[src/rtl/core/timestamp_text_to_epoch_assert.svh]
// Assertion macros shared by the timestamp converter modules.
`ifndef TIMESTAMP_TEXT_TO_EPOCH_ASSERT_SVH
`define TIMESTAMP_TEXT_TO_EPOCH_ASSERT_SVH

// Same-cycle implication, sampled on clk and held off while rst_n is low.
`define TTE_ASSERT_NOW(lbl, ante, cons, msg) \
  lbl: assert property (@(posedge clk) disable iff (!rst_n) (ante) |-> (cons)) \
    else $error(msg);

// Next-cycle implication, sampled on clk and held off while rst_n is low.
`define TTE_ASSERT_NEXT(lbl, ante, cons, msg) \
  lbl: assert property (@(posedge clk) disable iff (!rst_n) (ante) |=> (cons)) \
    else $error(msg);

`endif

[src/rtl/core/tte_pkg.sv]
`timescale 1ns / 1ps
// Shared types, constants and microcode table of the timestamp converter.
package tte_pkg;

  // Configuration port geometry and register indexes.
  localparam int CFG_IDX_W  = 2;
  localparam int CFG_DATA_W = 17;
  localparam logic [CFG_IDX_W-1:0] REG_FORMAT = 2'd0;
  localparam logic [CFG_IDX_W-1:0] REG_OFFSET = 2'd1;
  localparam logic signed [CFG_DATA_W-1:0] OFFSET_RESET = 17'sd28800;

  // Character codes of the text grammar.
  localparam logic [7:0] CH_ZERO  = 8'h30;
  localparam logic [7:0] CH_NINE  = 8'h39;
  localparam logic [7:0] CH_DASH  = 8'h2D;
  localparam logic [7:0] CH_PLUS  = 8'h2B;
  localparam logic [7:0] CH_COLON = 8'h3A;
  localparam logic [7:0] CH_SPACE = 8'h20;
  localparam logic [7:0] CH_T     = 8'h54;
  localparam logic [7:0] CH_Z     = 8'h5A;

  typedef enum logic [1:0] {
    ZONE_NONE,
    ZONE_UTC,
    ZONE_PLUS,
    ZONE_MINUS
  } zone_t;

  // Channel payloads.
  typedef struct packed {
    logic [7:0] char_code;
    logic       last_char;
  } tte_in_t;

  typedef struct packed {
    logic signed [38:0] epoch_seconds;
    logic               well_formed;
  } tte_out_t;

  // Fields collected from one text.
  typedef struct packed {
    logic [4:0]  len;
    logic [13:0] year;
    logic [6:0]  month;
    logic [6:0]  day;
    logic [6:0]  hour;
    logic [6:0]  minute;
    logic [6:0]  second;
    logic [6:0]  zone_hour;
    logic [6:0]  zone_minute;
    zone_t       zone_kind;
    logic        bad;
  } fields_t;

  // Datapath operations selected by the control word.
  typedef enum logic [3:0] {
    OP_NOP,
    OP_CHECK,
    OP_DIV,
    OP_LEAP,
    OP_SETY,
    OP_ERA,
    OP_YOE,
    OP_DOY,
    OP_SCALE,
    OP_TIME,
    OP_ZONE,
    OP_DONE,
    OP_FAIL
  } op_t;

  // Jump conditions.
  typedef enum logic [1:0] {
    COND_NONE,
    COND_REM_GE400,
    COND_CHECK_FAIL,
    COND_LEAP_FAIL
  } cond_t;

  localparam int PC_W = 4;

  typedef struct packed {
    op_t             op;
    cond_t           cond;
    logic [PC_W-1:0] target;
    logic            fin;
  } uword_t;

  typedef struct packed {
    op_t  op;
    logic fin;
  } ctrl_t;

  typedef struct packed {
    logic rem_ge400;
    logic check_fail;
    logic leap_fail;
  } status_t;

  // Program step addresses.
  localparam logic [PC_W-1:0] STEP_CHECK = 4'd0;
  localparam logic [PC_W-1:0] STEP_DIV_A = 4'd1;
  localparam logic [PC_W-1:0] STEP_LEAP  = 4'd2;
  localparam logic [PC_W-1:0] STEP_SETY  = 4'd3;
  localparam logic [PC_W-1:0] STEP_DIV_B = 4'd4;
  localparam logic [PC_W-1:0] STEP_ERA   = 4'd5;
  localparam logic [PC_W-1:0] STEP_YOE   = 4'd6;
  localparam logic [PC_W-1:0] STEP_DOY   = 4'd7;
  localparam logic [PC_W-1:0] STEP_SCALE = 4'd8;
  localparam logic [PC_W-1:0] STEP_TIME  = 4'd9;
  localparam logic [PC_W-1:0] STEP_ZONE  = 4'd10;
  localparam logic [PC_W-1:0] STEP_DONE  = 4'd11;
  localparam logic [PC_W-1:0] STEP_FAIL  = 4'd12;

  // Microprogram: range checks, year mod 400 for the leap test, then the civil day count.
  function automatic uword_t ucode_rom(input logic [PC_W-1:0] pc);
    uword_t w;
    case (pc)
      STEP_CHECK: w = '{op: OP_CHECK, cond: COND_CHECK_FAIL, target: STEP_FAIL,  fin: 1'b0};
      STEP_DIV_A: w = '{op: OP_DIV,   cond: COND_REM_GE400,  target: STEP_DIV_A, fin: 1'b0};
      STEP_LEAP:  w = '{op: OP_LEAP,  cond: COND_LEAP_FAIL,  target: STEP_FAIL,  fin: 1'b0};
      STEP_SETY:  w = '{op: OP_SETY,  cond: COND_NONE,       target: STEP_FAIL,  fin: 1'b0};
      STEP_DIV_B: w = '{op: OP_DIV,   cond: COND_REM_GE400,  target: STEP_DIV_B, fin: 1'b0};
      STEP_ERA:   w = '{op: OP_ERA,   cond: COND_NONE,       target: STEP_FAIL,  fin: 1'b0};
      STEP_YOE:   w = '{op: OP_YOE,   cond: COND_NONE,       target: STEP_FAIL,  fin: 1'b0};
      STEP_DOY:   w = '{op: OP_DOY,   cond: COND_NONE,       target: STEP_FAIL,  fin: 1'b0};
      STEP_SCALE: w = '{op: OP_SCALE, cond: COND_NONE,       target: STEP_FAIL,  fin: 1'b0};
      STEP_TIME:  w = '{op: OP_TIME,  cond: COND_NONE,       target: STEP_FAIL,  fin: 1'b0};
      STEP_ZONE:  w = '{op: OP_ZONE,  cond: COND_NONE,       target: STEP_FAIL,  fin: 1'b0};
      STEP_DONE:  w = '{op: OP_DONE,  cond: COND_NONE,       target: STEP_FAIL,  fin: 1'b1};
      default:    w = '{op: OP_FAIL,  cond: COND_NONE,       target: STEP_FAIL,  fin: 1'b1};
    endcase
    return w;
  endfunction

  // Days from March 1 to the first of the month, in a year that starts in March.
  function automatic logic [8:0] days_before_month(input logic [6:0] month);
    logic [8:0] d;
    case (month)
      7'd3:    d = 9'd0;
      7'd4:    d = 9'd31;
      7'd5:    d = 9'd61;
      7'd6:    d = 9'd92;
      7'd7:    d = 9'd122;
      7'd8:    d = 9'd153;
      7'd9:    d = 9'd184;
      7'd10:   d = 9'd214;
      7'd11:   d = 9'd245;
      7'd12:   d = 9'd275;
      7'd1:    d = 9'd306;
      7'd2:    d = 9'd337;
      default: d = 9'd0;
    endcase
    return d;
  endfunction

  // Longest month length, February taken as 29; the leap test trims it later.
  function automatic logic [4:0] month_days_max(input logic [6:0] month);
    logic [4:0] d;
    case (month)
      7'd2:                      d = 5'd29;
      7'd4, 7'd6, 7'd9, 7'd11:   d = 5'd30;
      default:                   d = 5'd31;
    endcase
    return d;
  endfunction

endpackage

[src/rtl/core/tte_parse.sv]
`timescale 1ns / 1ps
// Character front end: position counter, digit accumulators and syntax checks.
module tte_parse (
  input  logic             clk,
  input  logic             rst_n,
  input  logic             accept,
  input  tte_pkg::tte_in_t in_item,
  input  logic             fmt,
  input  logic             clear,
  output tte_pkg::fields_t fields,
  output logic             pend
);
  import tte_pkg::*;

  fields_t    f_r, f_nxt;
  logic       pend_r, pend_nxt;
  logic [7:0] c;
  logic       digit;
  logic [3:0] dval;

  // Decimal accumulate, truncated to the accumulator width.
  function automatic logic [6:0] acc7(input logic [6:0] a, input logic [3:0] d);
    logic [10:0] t;
    t = {4'b0, a} * 11'd10 + {7'b0, d};
    return t[6:0];
  endfunction

  function automatic logic [13:0] acc14(input logic [13:0] a, input logic [3:0] d);
    logic [17:0] t;
    t = {4'b0, a} * 18'd10 + {14'b0, d};
    return t[13:0];
  endfunction

  assign c     = in_item.char_code;
  assign digit = (c inside {[CH_ZERO:CH_NINE]});
  assign dval  = c[3:0];

  // Per-character update; the launch of a finished text clears everything.
  always_comb begin
    f_nxt    = f_r;
    pend_nxt = pend_r;
    if (clear) begin
      f_nxt    = '0;
      pend_nxt = 1'b0;
    end else if (accept) begin
      case (f_r.len)
        5'd0, 5'd1, 5'd2, 5'd3: begin
          if (digit) f_nxt.year = acc14(f_r.year, dval);
          else f_nxt.bad = 1'b1;
        end
        5'd4, 5'd7: begin
          if (c != CH_DASH) f_nxt.bad = 1'b1;
        end
        5'd5, 5'd6: begin
          if (digit) f_nxt.month = acc7(f_r.month, dval);
          else f_nxt.bad = 1'b1;
        end
        5'd8, 5'd9: begin
          if (digit) f_nxt.day = acc7(f_r.day, dval);
          else f_nxt.bad = 1'b1;
        end
        5'd10: begin
          if (c != (fmt ? CH_SPACE : CH_T)) f_nxt.bad = 1'b1;
        end
        5'd11, 5'd12: begin
          if (digit) f_nxt.hour = acc7(f_r.hour, dval);
          else f_nxt.bad = 1'b1;
        end
        5'd13, 5'd16: begin
          if (c != CH_COLON) f_nxt.bad = 1'b1;
        end
        5'd14, 5'd15: begin
          if (digit) f_nxt.minute = acc7(f_r.minute, dval);
          else f_nxt.bad = 1'b1;
        end
        5'd17, 5'd18: begin
          if (digit) f_nxt.second = acc7(f_r.second, dval);
          else f_nxt.bad = 1'b1;
        end
        default: begin
          // Zone designator part, present only in the ISO form.
          if (fmt || (f_r.len >= 5'd25)) begin
            f_nxt.bad = 1'b1;
          end else if (f_r.len == 5'd19) begin
            if (c == CH_Z) f_nxt.zone_kind = ZONE_UTC;
            else if (c == CH_PLUS) f_nxt.zone_kind = ZONE_PLUS;
            else if (c == CH_DASH) f_nxt.zone_kind = ZONE_MINUS;
            else f_nxt.bad = 1'b1;
          end else if (f_r.len inside {5'd20, 5'd21}) begin
            if (digit) f_nxt.zone_hour = acc7(f_r.zone_hour, dval);
            else f_nxt.bad = 1'b1;
          end else if (f_r.len == 5'd22) begin
            if (c != CH_COLON) f_nxt.bad = 1'b1;
          end else begin
            if (digit) f_nxt.zone_minute = acc7(f_r.zone_minute, dval);
            else f_nxt.bad = 1'b1;
          end
        end
      endcase
      if (f_r.len != 5'd31) f_nxt.len = f_r.len + 5'd1;
      pend_nxt = in_item.last_char;
    end
  end

  always_ff @(posedge clk) begin
    if (!rst_n) begin
      f_r    <= '0;
      pend_r <= 1'b0;
    end else begin
      f_r    <= f_nxt;
      pend_r <= pend_nxt;
    end
  end

  assign fields = f_r;
  assign pend   = pend_r;

endmodule

[src/rtl/core/tte_dpath.sv]
`timescale 1ns / 1ps
// Datapath driven by the microprogram: field checks, day count and second scaling.
module tte_dpath (
  input  logic                           clk,
  input  logic                           start,
  input  tte_pkg::fields_t               snap_in,
  input  logic                           fmt,
  input  logic signed [tte_pkg::CFG_DATA_W-1:0] offset,
  input  tte_pkg::ctrl_t                 ctrl,
  output tte_pkg::status_t               st,
  output tte_pkg::tte_out_t              result
);
  import tte_pkg::*;

  fields_t            s_r;
  logic               fmt_s_r;
  logic signed [14:0] rem_r, rem_nxt;
  logic signed [5:0]  q_r, q_nxt;
  logic signed [39:0] acc_r, acc_nxt;

  logic               zone_ext, len_bad, zone_bad, range_bad, leap;
  logic [1:0]         hund;
  logic [9:0]         pos;
  logic signed [20:0] doy_term;
  logic [16:0]        tsec;
  logic [15:0]        zoff;
  logic signed [23:0] era_days;
  logic [17:0]        yoe365;
  logic signed [39:0] scaled;

  // Snapshot of one finished text, taken at launch.
  always_ff @(posedge clk) begin
    if (start) begin
      s_r     <= snap_in;
      fmt_s_r <= fmt;
    end
    rem_r <= rem_nxt;
    q_r   <= q_nxt;
    acc_r <= acc_nxt;
  end

  // Length, range and zone checks.
  always_comb begin
    zone_ext = (s_r.zone_kind == ZONE_PLUS) || (s_r.zone_kind == ZONE_MINUS);
    if (fmt_s_r) len_bad = (s_r.len != 5'd19);
    else len_bad = !(((s_r.zone_kind == ZONE_UTC) && (s_r.len == 5'd20)) ||
                     (zone_ext && (s_r.len == 5'd25)));
    zone_bad = !fmt_s_r && zone_ext &&
               ((s_r.zone_hour > 7'd14) || (s_r.zone_minute > 7'd59) ||
                ((s_r.zone_hour == 7'd14) && (s_r.zone_minute != 7'd0)));
    range_bad = (s_r.month < 7'd1) || (s_r.month > 7'd12) || (s_r.day < 7'd1) ||
                (s_r.day > {2'b0, month_days_max(s_r.month)}) ||
                (s_r.hour > 7'd23) || (s_r.minute > 7'd59) || (s_r.second > 7'd59);
  end

  // Leap year from the year remainder mod 400; the low two bits give mod 4.
  assign leap = (s_r.year[1:0] == 2'b00) &&
                !((rem_r == 15'sd100) || (rem_r == 15'sd200) || (rem_r == 15'sd300));

  assign st.rem_ge400  = (rem_r >= 15'sd400);
  assign st.check_fail = s_r.bad || len_bad || range_bad || zone_bad;
  assign st.leap_fail  = (s_r.month == 7'd2) && (s_r.day == 7'd29) && !leap;

  // Centuries within the era, for a remainder below 400.
  always_comb begin
    if (rem_r >= 15'sd300) hund = 2'd3;
    else if (rem_r >= 15'sd200) hund = 2'd2;
    else if (rem_r >= 15'sd100) hund = 2'd1;
    else hund = 2'd0;
  end

  // Operand terms of the individual steps.
  assign pos      = 10'(rem_r[8:2]) + 10'(days_before_month(s_r.month)) + 10'(s_r.day);
  assign doy_term = $signed({11'b0, pos}) - $signed({19'b0, hund}) - 21'sd719469;
  assign tsec     = 17'(s_r.hour) * 17'd3600 + 17'(s_r.minute) * 17'd60 + 17'(s_r.second);
  assign zoff     = 16'(s_r.zone_hour) * 16'd3600 + 16'(s_r.zone_minute) * 16'd60;
  assign era_days = 24'(q_r) * 24'sd146097;
  assign yoe365   = 18'(rem_r[8:0]) * 18'd365;
  assign scaled   = 40'($signed(acc_r[22:0])) * 40'sd86400;

  // One operation per control word.
  always_comb begin
    rem_nxt = rem_r;
    q_nxt   = q_r;
    acc_nxt = acc_r;
    case (ctrl.op)
      OP_CHECK: begin
        rem_nxt = $signed({1'b0, s_r.year});
        q_nxt   = '0;
      end
      OP_DIV: begin
        if (rem_r >= 15'sd400) begin
          rem_nxt = rem_r - 15'sd400;
          q_nxt   = q_r + 6'sd1;
        end
      end
      OP_SETY: begin
        // Years start in March; January and February belong to the year before.
        if (s_r.month <= 7'd2) begin
          if (s_r.year == 14'd0) begin
            rem_nxt = 15'sd399;
            q_nxt   = -6'sd1;
          end else begin
            rem_nxt = $signed({1'b0, s_r.year}) - 15'sd1;
            q_nxt   = '0;
          end
        end else begin
          rem_nxt = $signed({1'b0, s_r.year});
          q_nxt   = '0;
        end
      end
      OP_ERA:   acc_nxt = 40'(era_days);
      OP_YOE:   acc_nxt = acc_r + $signed({22'b0, yoe365});
      OP_DOY:   acc_nxt = acc_r + 40'(doy_term);
      OP_SCALE: acc_nxt = scaled;
      OP_TIME:  acc_nxt = acc_r + $signed({23'b0, tsec});
      OP_ZONE: begin
        if (fmt_s_r) acc_nxt = acc_r - 40'(offset);
        else if (s_r.zone_kind == ZONE_PLUS) acc_nxt = acc_r - $signed({24'b0, zoff});
        else if (s_r.zone_kind == ZONE_MINUS) acc_nxt = acc_r + $signed({24'b0, zoff});
      end
      default: begin
      end
    endcase
  end

  // Result word: the epoch on the good exit, zero on the fail exit.
  assign result.epoch_seconds = (ctrl.op == OP_DONE) ? acc_r[38:0] : '0;
  assign result.well_formed   = (ctrl.op == OP_DONE);

endmodule

[src/rtl/core/tte_seq.sv]
`timescale 1ns / 1ps
// Microcode sequencer: step counter, control store and conditional jumps.
`include "timestamp_text_to_epoch_assert.svh"
module tte_seq (
  input  logic             clk,
  input  logic             rst_n,
  input  logic             start,
  input  tte_pkg::status_t st,
  output tte_pkg::ctrl_t   ctrl,
  output logic             busy
);
  import tte_pkg::*;

  logic [PC_W-1:0] pc_r, pc_nxt;
  logic            running_r, running_nxt;
  uword_t          uword;
  logic            take;

  assign uword = ucode_rom(pc_r);

  // Jump condition select.
  always_comb begin
    case (uword.cond)
      COND_REM_GE400:  take = st.rem_ge400;
      COND_CHECK_FAIL: take = st.check_fail;
      COND_LEAP_FAIL:  take = st.leap_fail;
      default:         take = 1'b0;
    endcase
  end

  // Step counter update.
  always_comb begin
    pc_nxt      = pc_r;
    running_nxt = running_r;
    if (start) begin
      pc_nxt      = STEP_CHECK;
      running_nxt = 1'b1;
    end else if (running_r) begin
      if (uword.fin) running_nxt = 1'b0;
      pc_nxt = take ? uword.target : pc_r + 1'b1;
    end
  end

  always_ff @(posedge clk) begin
    if (!rst_n) begin
      pc_r      <= STEP_CHECK;
      running_r <= 1'b0;
    end else begin
      pc_r      <= pc_nxt;
      running_r <= running_nxt;
    end
  end

  // Control word to the datapath; idle cycles issue no operation.
  assign ctrl.op  = running_r ? uword.op : OP_NOP;
  assign ctrl.fin = running_r && uword.fin;
  assign busy     = running_r;

  `TTE_ASSERT_NOW(a_start_idle, start, !running_r, "launch while program runs")
  `TTE_ASSERT_NEXT(a_fin_stops, ctrl.fin, !running_r, "program runs past its exit")

endmodule

[src/rtl/core/timestamp_text_to_epoch.sv]
`timescale 1ns / 1ps
// Top level of the timestamp text to Unix epoch converter.
//
//   Channel   Direction  Handshake            Payload
//   in_       input      in_valid/in_ready    char_code, last_char
//   out_      output     out_valid/out_ready  epoch_seconds, well_formed
//   cfg_      input      cfg_valid/cfg_ready  cfg_index, cfg_data
//
// A character request is taken whenever in_ready is high. The request marked last_char
// sets the pending flag; the microprogram launches when it is idle and the previous
// result has been taken. The two passes of the subtract-400 loop reduce the year and y,
// y being the year less one for January and February, before the civil day count.
// Texts that fail a field check exit early through the fail step.
// After a final character the input is held off until the program is free and the
// previous result has been taken; the next text then streams in while the program runs.
// Synchronous reset clears all control state and loads the register reset values.
`include "timestamp_text_to_epoch_assert.svh"
module timestamp_text_to_epoch (
  input  logic                                 clk,
  input  logic                                 rst_n,
  input  logic                                 in_valid,
  output logic                                 in_ready,
  input  tte_pkg::tte_in_t                     in_data,
  output logic                                 out_valid,
  input  logic                                 out_ready,
  output tte_pkg::tte_out_t                    out_data,
  input  logic                                 cfg_valid,
  output logic                                 cfg_ready,
  input  logic [tte_pkg::CFG_IDX_W-1:0]        cfg_index,
  input  logic [tte_pkg::CFG_DATA_W-1:0]       cfg_data
);
  import tte_pkg::*;

  logic                         fmt_r, fmt_nxt;
  logic signed [CFG_DATA_W-1:0] offset_r, offset_nxt;
  logic                         out_valid_r, out_valid_nxt;
  tte_out_t                     out_data_r;

  logic     in_accept, pend, busy, start;
  fields_t  fields;
  ctrl_t    ctrl;
  status_t  st;
  tte_out_t result;

  assign in_ready  = !pend;
  assign in_accept = in_valid && in_ready;
  assign cfg_ready = 1'b1;
  assign start     = pend && !busy && !out_valid_r;

  tte_parse u_parse (
    .clk     (clk),
    .rst_n   (rst_n),
    .accept  (in_accept),
    .in_item (in_data),
    .fmt     (fmt_r),
    .clear   (start),
    .fields  (fields),
    .pend    (pend)
  );

  tte_seq u_seq (
    .clk   (clk),
    .rst_n (rst_n),
    .start (start),
    .st    (st),
    .ctrl  (ctrl),
    .busy  (busy)
  );

  tte_dpath u_dpath (
    .clk     (clk),
    .start   (start),
    .snap_in (fields),
    .fmt     (fmt_r),
    .offset  (offset_r),
    .ctrl    (ctrl),
    .st      (st),
    .result  (result)
  );

  // Configuration register writes; unknown indexes are ignored.
  always_comb begin
    fmt_nxt    = fmt_r;
    offset_nxt = offset_r;
    if (cfg_valid && cfg_ready) begin
      case (cfg_index)
        REG_FORMAT: fmt_nxt    = cfg_data[0];
        REG_OFFSET: offset_nxt = $signed(cfg_data);
        default: begin
        end
      endcase
    end
  end

  // Output register: loaded at the program exit, freed when the request is taken.
  always_comb begin
    out_valid_nxt = out_valid_r;
    if (ctrl.fin) out_valid_nxt = 1'b1;
    else if (out_valid_r && out_ready) out_valid_nxt = 1'b0;
  end

  always_ff @(posedge clk) begin
    if (!rst_n) begin
      fmt_r       <= 1'b0;
      offset_r    <= OFFSET_RESET;
      out_valid_r <= 1'b0;
    end else begin
      fmt_r       <= fmt_nxt;
      offset_r    <= offset_nxt;
      out_valid_r <= out_valid_nxt;
    end
  end

  always_ff @(posedge clk) begin
    if (ctrl.fin) out_data_r <= result;
  end

  assign out_valid = out_valid_r;
  assign out_data  = out_data_r;

  `TTE_ASSERT_NOW(a_no_overwrite, ctrl.fin, !out_valid_r, "result overwrites a waiting one")
  `TTE_ASSERT_NOW(a_bad_is_zero, out_valid_r && !out_data_r.well_formed,
                  out_data_r.epoch_seconds == '0, "malformed result carries nonzero epoch")

endmodule

[config.mk]
export PLATFORM = sky130hd
export DESIGN_NAME = timestamp_text_to_epoch
export DESIGN_NICKNAME = d
export VERILOG_FILES = /design/src/rtl/core/tte_pkg.sv /design/src/rtl/core/tte_parse.sv /design/src/rtl/core/tte_dpath.sv /design/src/rtl/core/tte_seq.sv /design/src/rtl/core/timestamp_text_to_epoch.sv
export VERILOG_INCLUDE_DIRS = /design/src /design/src/rtl/core
export SDC_FILE = /design/constraint.sdc
export NUM_CORES = 2
export LEC_CHECK = 0
export BUFFER_PORTS_ARGS = -buffer_cell sky130_fd_sc_hd__buf_2
export CORE_ASPECT_RATIO = 0.5
export CORE_MARGIN = 2
export CORE_UTILIZATION = 60
export CTS_CLUSTER_DIAMETER = 50
export DETAILED_ROUTE_END_ITERATION = 8
export HOLD_SLACK_MARGIN = 0.02
export PLACE_DENSITY = 0.74
export SLEW_MARGIN = 20
export SYNTH_ARGS = -nofsm -noshare
export SYNTH_HDL_FRONTEND = slang
export SYNTH_SLANG_ARGS = --single-unit
[constraint.sdc]
create_clock -name clk -period 8.8 [get_ports clk]
set_input_delay 0.44 -clock clk [delete_from_list [all_inputs] [get_ports clk]]
set_output_delay 0.44 -clock clk [all_outputs]
set_load 0.1 [all_outputs]
### Word level (Yosys, flattened, before mapping)

Memories as Yosys holds them, arrays and structs flattened. A register that Yosys moved wholly into a read port is not among the register bits.
Cells that the tools add are included.

* flip-flop bits (word level): 269
* bits in latches: 0
* memory bits (writable): 0
* bits in read-only memories: 304
* output and inout port bits: 43
* logic and storage cells: 286
* memories kept: 2

Memories
* (name not given): words 16, bits a word 10, read ports 1, clocked after Yosys merged registers in 1, write ports 0, line tte_pkg.sv:118 `case (pc)`
* (name not given): words 16, bits a word 9, read ports 1, clocked after Yosys merged registers in 1, write ports 0, line tte_pkg.sv:139 `case (month)`

* add/sub/neg operators: 26
* $mul: 15
* div/mod/pow operators: 0
* magnitude comparators: 17
* equality and inequality tests: 66
* shift-type cells: 0
* multiplexer cells: 45
* bitwise logic cells: 6
* reduce and logical (&&, ||, !) cells: 75

Operators by type and width (number)
* one-hot mux 40 bit (6 select lines): 1
* 2-to-1 mux 40 bit: 3
* subtractor 40 x 17 -> 40 bit: 2
* adder 7 x 4 -> 7 bit: 7
* multiplier 7 x 3 -> 6 bit (second input constant): 7
* equality test 5 bit (second input constant): 9
* 2-to-1 mux 15 bit: 3
* one-hot mux 15 bit (3 select lines): 1
* adder 40 x 17 -> 40 bit: 1
* adder 40 x 18 -> 40 bit: 1
* adder 40 x 19 -> 40 bit: 1
* adder 40 x 21 -> 40 bit: 1
* equality test 5 x 4 -> 1 bit (second input constant): 8
* multiplier 23 x 11 -> 33 bit (second input constant): 1
* greater-or-equal comparator 15 x 10 -> 1 bit (second input constant): 2
* multiplier 6 x 19 -> 24 bit (second input constant): 1
* multiplier 7 x 4 -> 11 bit (second input constant): 2
* equality test 7 x 4 -> 1 bit (second input constant): 3
* greater-than comparator 7 x 6 -> 1 bit (second input constant): 3
* inequality test 7 x 6 -> 1 bit (second input constant): 3
* subtractor 11 x 21 -> 21 bit (second input constant): 1
* equality test 5 x 3 -> 1 bit (second input constant): 4
* 2-to-1 mux 4 bit: 5
* OR reduction 19 bit: 1
* other kinds (77): 179

### Longest topological paths before layout

* depth in word-level cells: 14
* mapped depth: 35
* depth with buffers taken out: 34

### By module

Synthesis repeated with hierarchy kept, for this count alone.

* cell total of the unflattened synthesis: 3653
* area total of the unflattened synthesis: 33180.6 sq um

By module, submodules not included
* tte_dpath: instances 1, cells each 2824, area each 24860.1 sq um, seq. area each 4144.0 sq um
* tte_parse: instances 1, cells each 621, area each 5560.3 sq um, seq. area each 1441.4 sq um
* timestamp_text_to_epoch: instances 1, cells each 126, area each 2001.9 sq um, seq. area each 1581.5 sq um
* tte_seq: instances 1, cells each 82, area each 758.2 sq um, seq. area each 300.3 sq um

### Least setup slack after synthesis

OpenSTA, ideal clock, no wires.

* path kind: register -> register
* start point: register u_dpath.s_r[3] (netlist name)
* end point: register u_dpath.acc_r[38] (data pin)
* library setup time: 0.259 ns
* data arrival time: 7.602 ns
* slack: 0.939 ns
* stages on the path, launching flop included: 35
* path buffers: 1
* path through: edfxtp_1 > fa_1 > inv_1 > fa_1 > inv_1 > ha_1 > a21o_1 > a21oi_1 > o21ai_0 > a21oi_1 > o21bai_1 > a21oi_1 > xnor2_1 > ha_1 > clkbuf_1 > o21a_1 > o21ai_1 > a311oi_1 > o21ai_1 > xnor2_1 > nor4b_4 > and2_1 > ha_1 > a21oi_1 > ha_1 > a211oi_1 > nor2_1 > o41a_1 > a21o_1 > a31o_1 > a311o_1 > a221o_1 > a31oi_1 > xnor2_1 > a211o_1

* longest elaborated chain between the ends: 7
* elaborated cells on any way between the ends: 8
* those cells by class: 3 x add/sub; 1 x mul; 4 x mux

RTL lines
* start, declared: line tte_dpath.sv:15 `fields_t s_r;`
* start signal, assigned: line tte_dpath.sv:34 `s_r <= snap_in;`
* multiplier 7 x 4 -> 11 bit *: line tte_dpath.sv:76 `assign zoff = 16'(s_r.zone_hour) * 16'd3600 + 16'(s_r.zone_minute) * 16'd60;`
* adder 16 x 13 -> 16 bit *: line tte_dpath.sv:76
* adder 40 x 17 -> 40 bit: line tte_dpath.sv:120 `else if (s_r.zone_kind == ZONE_MINUS) acc_nxt = acc_r + $signed({24'b0, zoff});`
* 2-to-1 mux 40 bit: line tte_dpath.sv:120
* 2-to-1 mux 40 bit *: line tte_dpath.sv:119 `else if (s_r.zone_kind == ZONE_PLUS) acc_nxt = acc_r - $signed({24'b0, zoff});`
* 2-to-1 mux 40 bit *: line tte_dpath.sv:118 `if (fmt_s_r) acc_nxt = acc_r - 40'(offset);`
* one-hot mux 40 bit (6 select lines) *: line tte_dpath.sv:86 `case (ctrl.op)`
* net u_dpath.acc_nxt[38]: line tte_dpath.sv:19 `logic signed [39:0] acc_r, acc_nxt;`
* end signal, assigned: line tte_dpath.sv:39 `acc_r <= acc_nxt;`
* end, declared: line tte_dpath.sv:19

Mark *: on every way through the listed nets, which the timed path passes. The rest lies on a longest branch. The select of a mux whose other input is x is not followed.
A chain may end at the register's enable or synchronous reset.

### Worst setup path in the final report

Same ends and word-level chain as after synthesis.

==> summary.md <==
| Metric | Value |
|---|---|
| Finished Layout Cells | 4458 |
| Die height | 169.6 µm |
| Worst path required time | 9110 ps |
| # port buffers | 74 |
| Gpl congestion | 0.9706 |
| Clk pwr share | 0.200 |
| Final #Nets | 4469 |
| Area grow syn2layout | 7.249% |
| Wirelength, routed | 84380 µm |
| CTS Hold Bufs | 0 |
| DP Area | 0.03414 mm² |
| Clock buffer count from CTS | 34 |
| Internal power | 0.003933 W |
| Switch share | 0.4404 |
| Combinational power share | 0.579 |
| PwrDens | 199.1 mW/mm² |
| Row count | 60 |
| Final hold vios | 0 |
| Clock Tree Buf Depth | 3 |
| Dominant synthesized flop cell | edfxtp_1 |
| Max Slew Vio Count | 0 |
| # setup viols final | 0 |
| Worst slew pin tran | 1061 ps |
| Net switching power | between 0.003 and 0.004 W |
| Reg power frac | 0.220 |
| Power Total | 0.007028 W |
| Worst EP arrival | 8540 ps |
| Sequential fraction of the synthesis area | 0.2269 |
| Status | finished clean |
| Synth area leader | ha_1 |
| Setup tns final | 0 ps |
| Synth top cells by count | ha_1 (552), inv_1 (474), nor2_1 (241) |
| GRT Util Overall | 0.2968 |
| Worst-path fanout max | 8 |
| Critical Path End Type | flop |
| Die width | 335.2 µm |
| HP Class | primary input to flop |
| Final hold slack | ~120 ps |
| Period Utilization, post-route | 0.9356 |
| Worst IR Drop VDD | 0.2351 mV |
| Avg Inst Size Synth | 9.003 µm² |
| Flop and latch count out of synthesis | around 290 |
| Starting DRT DRC Count | ~2.0k |
| Core Region | between 0.05 and 0.06 mm² |
| Clk sinks | around 290 |
| Relative slew slack | 0.2883 |
| Vias | 26.60k |
| Post-DRT Antenna Nets | 0 |
| Max frequency | 121.5 MHz |
| Global-route wire length before repair | 134600 µm |
| Mean routed wirelength per cell | 18.93 µm |
| Antenna violations before repair | 0 |
| Max-cap violations | 0 |
| Post-synth top area share | 0.2098 |
| Total congestion overflow | 0 |
| Largest net degree at the start of global routing | 79 |
| Cells after DPL | 4392 |
| Syn Inst Count | 3656 |
| Vias in the first global route | 25.62k |
| Minimum clock period | between 8000 and 9000 ps |
| Clk Latency, worst-skew pair | 560 ps |
| Highest-delay cell along the critical path | fa_1 |
| HPWL after DPL | approximately 68000 µm |
| TritonRoute pass-1 iters | 6 |
| Clk slew on worst S/H paths | 60 ps |
| H-tree levels | 2 |
| Num ports | 76 |
| EDFF count, synth | 172 |
| Diode count | 0 |
| Cell Area, Synth | 0.03291 mm² |
| Die area | 0.05686 mm² |
| Leakage | 16.27 nW |
| Synth warn | 0 |
| Remaining DRCs | 0 |
| Clock skew | 25.73 ps |
| Via density per instance | slightly below 6 |
| Largest cells by area after synthesis | ha_1 (21%), edfxtp_1 (16%), fa_1 (10%) |
| CTS tree | done |
| Yosys cell types | 90 |
| Final instance area | 0.03530 mm² |
| Critical path class | flop to flop |
| Layout cell share with drive strength beyond 1 | 0.05768 |
| Fill cell count | between 4k and 5k |
| CP max stage delay | 600 ps |
| Fraction of registers with async set/reset | 0 |
| CP Launch Type | flop |
| Root Buffer Master | clkbuf_16 |
| Post-synth net total | about 4.4k |
| Top-count cell post-synth | ha_1 |
| Initial Utilization | 0.6098 |
==> power by group through the flow <==
stage | Combinational, W | Sequential, W | Clock, W
floorplan | 0.00301 | 0.00155 | 0
global placement | 0.00390 | 0.00158 | 0
detailed placement | 0.00396 | 0.00158 | 0
CTS | 0.00399 | 0.00155 | 0.00144
global route | 0.00447 | 0.00156 | 0.00149
finish | 0.00407 | 0.00155 | 0.00141
==> layer usage <==
metal	vias up	share of wire	routed length [µm]	global-route usage
met5	-	0	0	0
met4	0	0.034	2857	0.09593
met3	169	0.062	5190	0.04033
met2	817	0.45	38240	0.4946
met1	12590	0.45	38090	0.4003
li1	13030	-	-	-
==> registers in the layout, summed over array words and instances (netlist names), named ones only <==
signal / count
out_data: 40
u_dpath.rem_r: 15
u_dpath.acc_r: 39
u_dpath.fmt_s_r: 1
u_dpath.s_r: 71
fmt_r: 1
u_parse.pend: 1
u_dpath.q_r: 6
u_seq.pc_r: 4
u_seq.busy: 1
u_parse.fields: 71
u_seq.uword: 10
offset_r: 17
out_valid: 1
==> critical path: cells and delay by family, from the launching register on <==
family	cells	cell delay, ps
DFF	1	490
AOI/OAI and AO/OA	19	4000
and+or+nand+nor	3	710
buffers and inverters	2	110
adders and majority gates	6	2320
xor gates and xnor gates	3	380
==> per-stage QoR <==
step	util	worst slack, ps
6_report	0.6540	566.4
5_1_grt	0.6540	-7.508
4_1_cts	0.6529	323.0
3_3_place_gp	0.6319	496.7
2_1_floorplan	-	939.5
3_5_place_dp	0.6325	344.9
==> cell type report <==
type | count | area (µm²) | share of cell area
multi-input cells | 2814 | 23420 | 0.6633
flip-flops and latches | 287 | 7467 | 0.2115
inverters | 476 | 1787 | 0.05061
clock buffers | 40 | 924.6 | 0.02619
well taps | 713 | 892.1 | 0.02527
repair buffers | 107 | 638.1 | 0.01808
clock inverters | 21 | 176.4 | 0.004998
==> timing repair <==
item                                    CTS  global route
endpoints found under the setup margin    0             7
resized for setup                         0             5
buffers inserted                          0             5
==> final timing paths <==
path / startpoint / end / slack (ps) / cells past startpoint
max: u_dpath.s_r[3]$_DFFE_PP_ / u_dpath.acc_r[38]$_DFFE_PP_ / 570 / 33
min: cfg_data[13] / offset_r[13]$_SDFFE_PN1P_ / 120 / 3
max reg2reg: u_dpath.s_r[3]$_DFFE_PP_ / u_dpath.acc_r[38]$_DFFE_PP_ / 570 / 33
min reg2reg: u_parse.fields[65]$_SDFFE_PP0P_ / u_dpath.s_r[65]$_DFFE_PP_ / 420 / 0
==> placed cells by master (no fill, tap or decap), types with 23 or more instances in the layout <==
cell type,n
buf_2,74
inv_1,474
xor2_1,104
mux2i_1,31
o211ai_1,26
clkbuf_16,35
a31oi_1,31
and2_1,48
nand2_1,214
a21o_1,115
o21bai_1,34
fa_1,164
nand2b_1,37
a21oi_1,229
buf_4,32
o21a_1,29
dfxtp_1,115
nand3_1,53
o21ai_0,166
nor2_1,236
edfxtp_1,172
nand4_1,23
ha_1,551
a211oi_1,41
nor2b_1,46
nor3_1,72
xnor2_1,203
==> cell families (layout without fill, tap and decap cells) <==
logic type / count (synthesis) / in the layout / share of synthesized area
AO/OA/AOI/OAI: 896 / 896 / 0.1794
flip-flops: 287 / 287 / 0.2269
multiplexers: 33 / 33 / 0.01011
adder cells (fa/ha/maj): 716 / 716 / 0.3096
XOR/XNOR: 308 / 308 / 0.08238
buffers and inverters: 555 / 644 / 0.06371
AND/OR/NAND/NOR: 860 / 860 / 0.1279
other: 1 / 1 / 0.0001139
(Power assumes the default switching activity.)
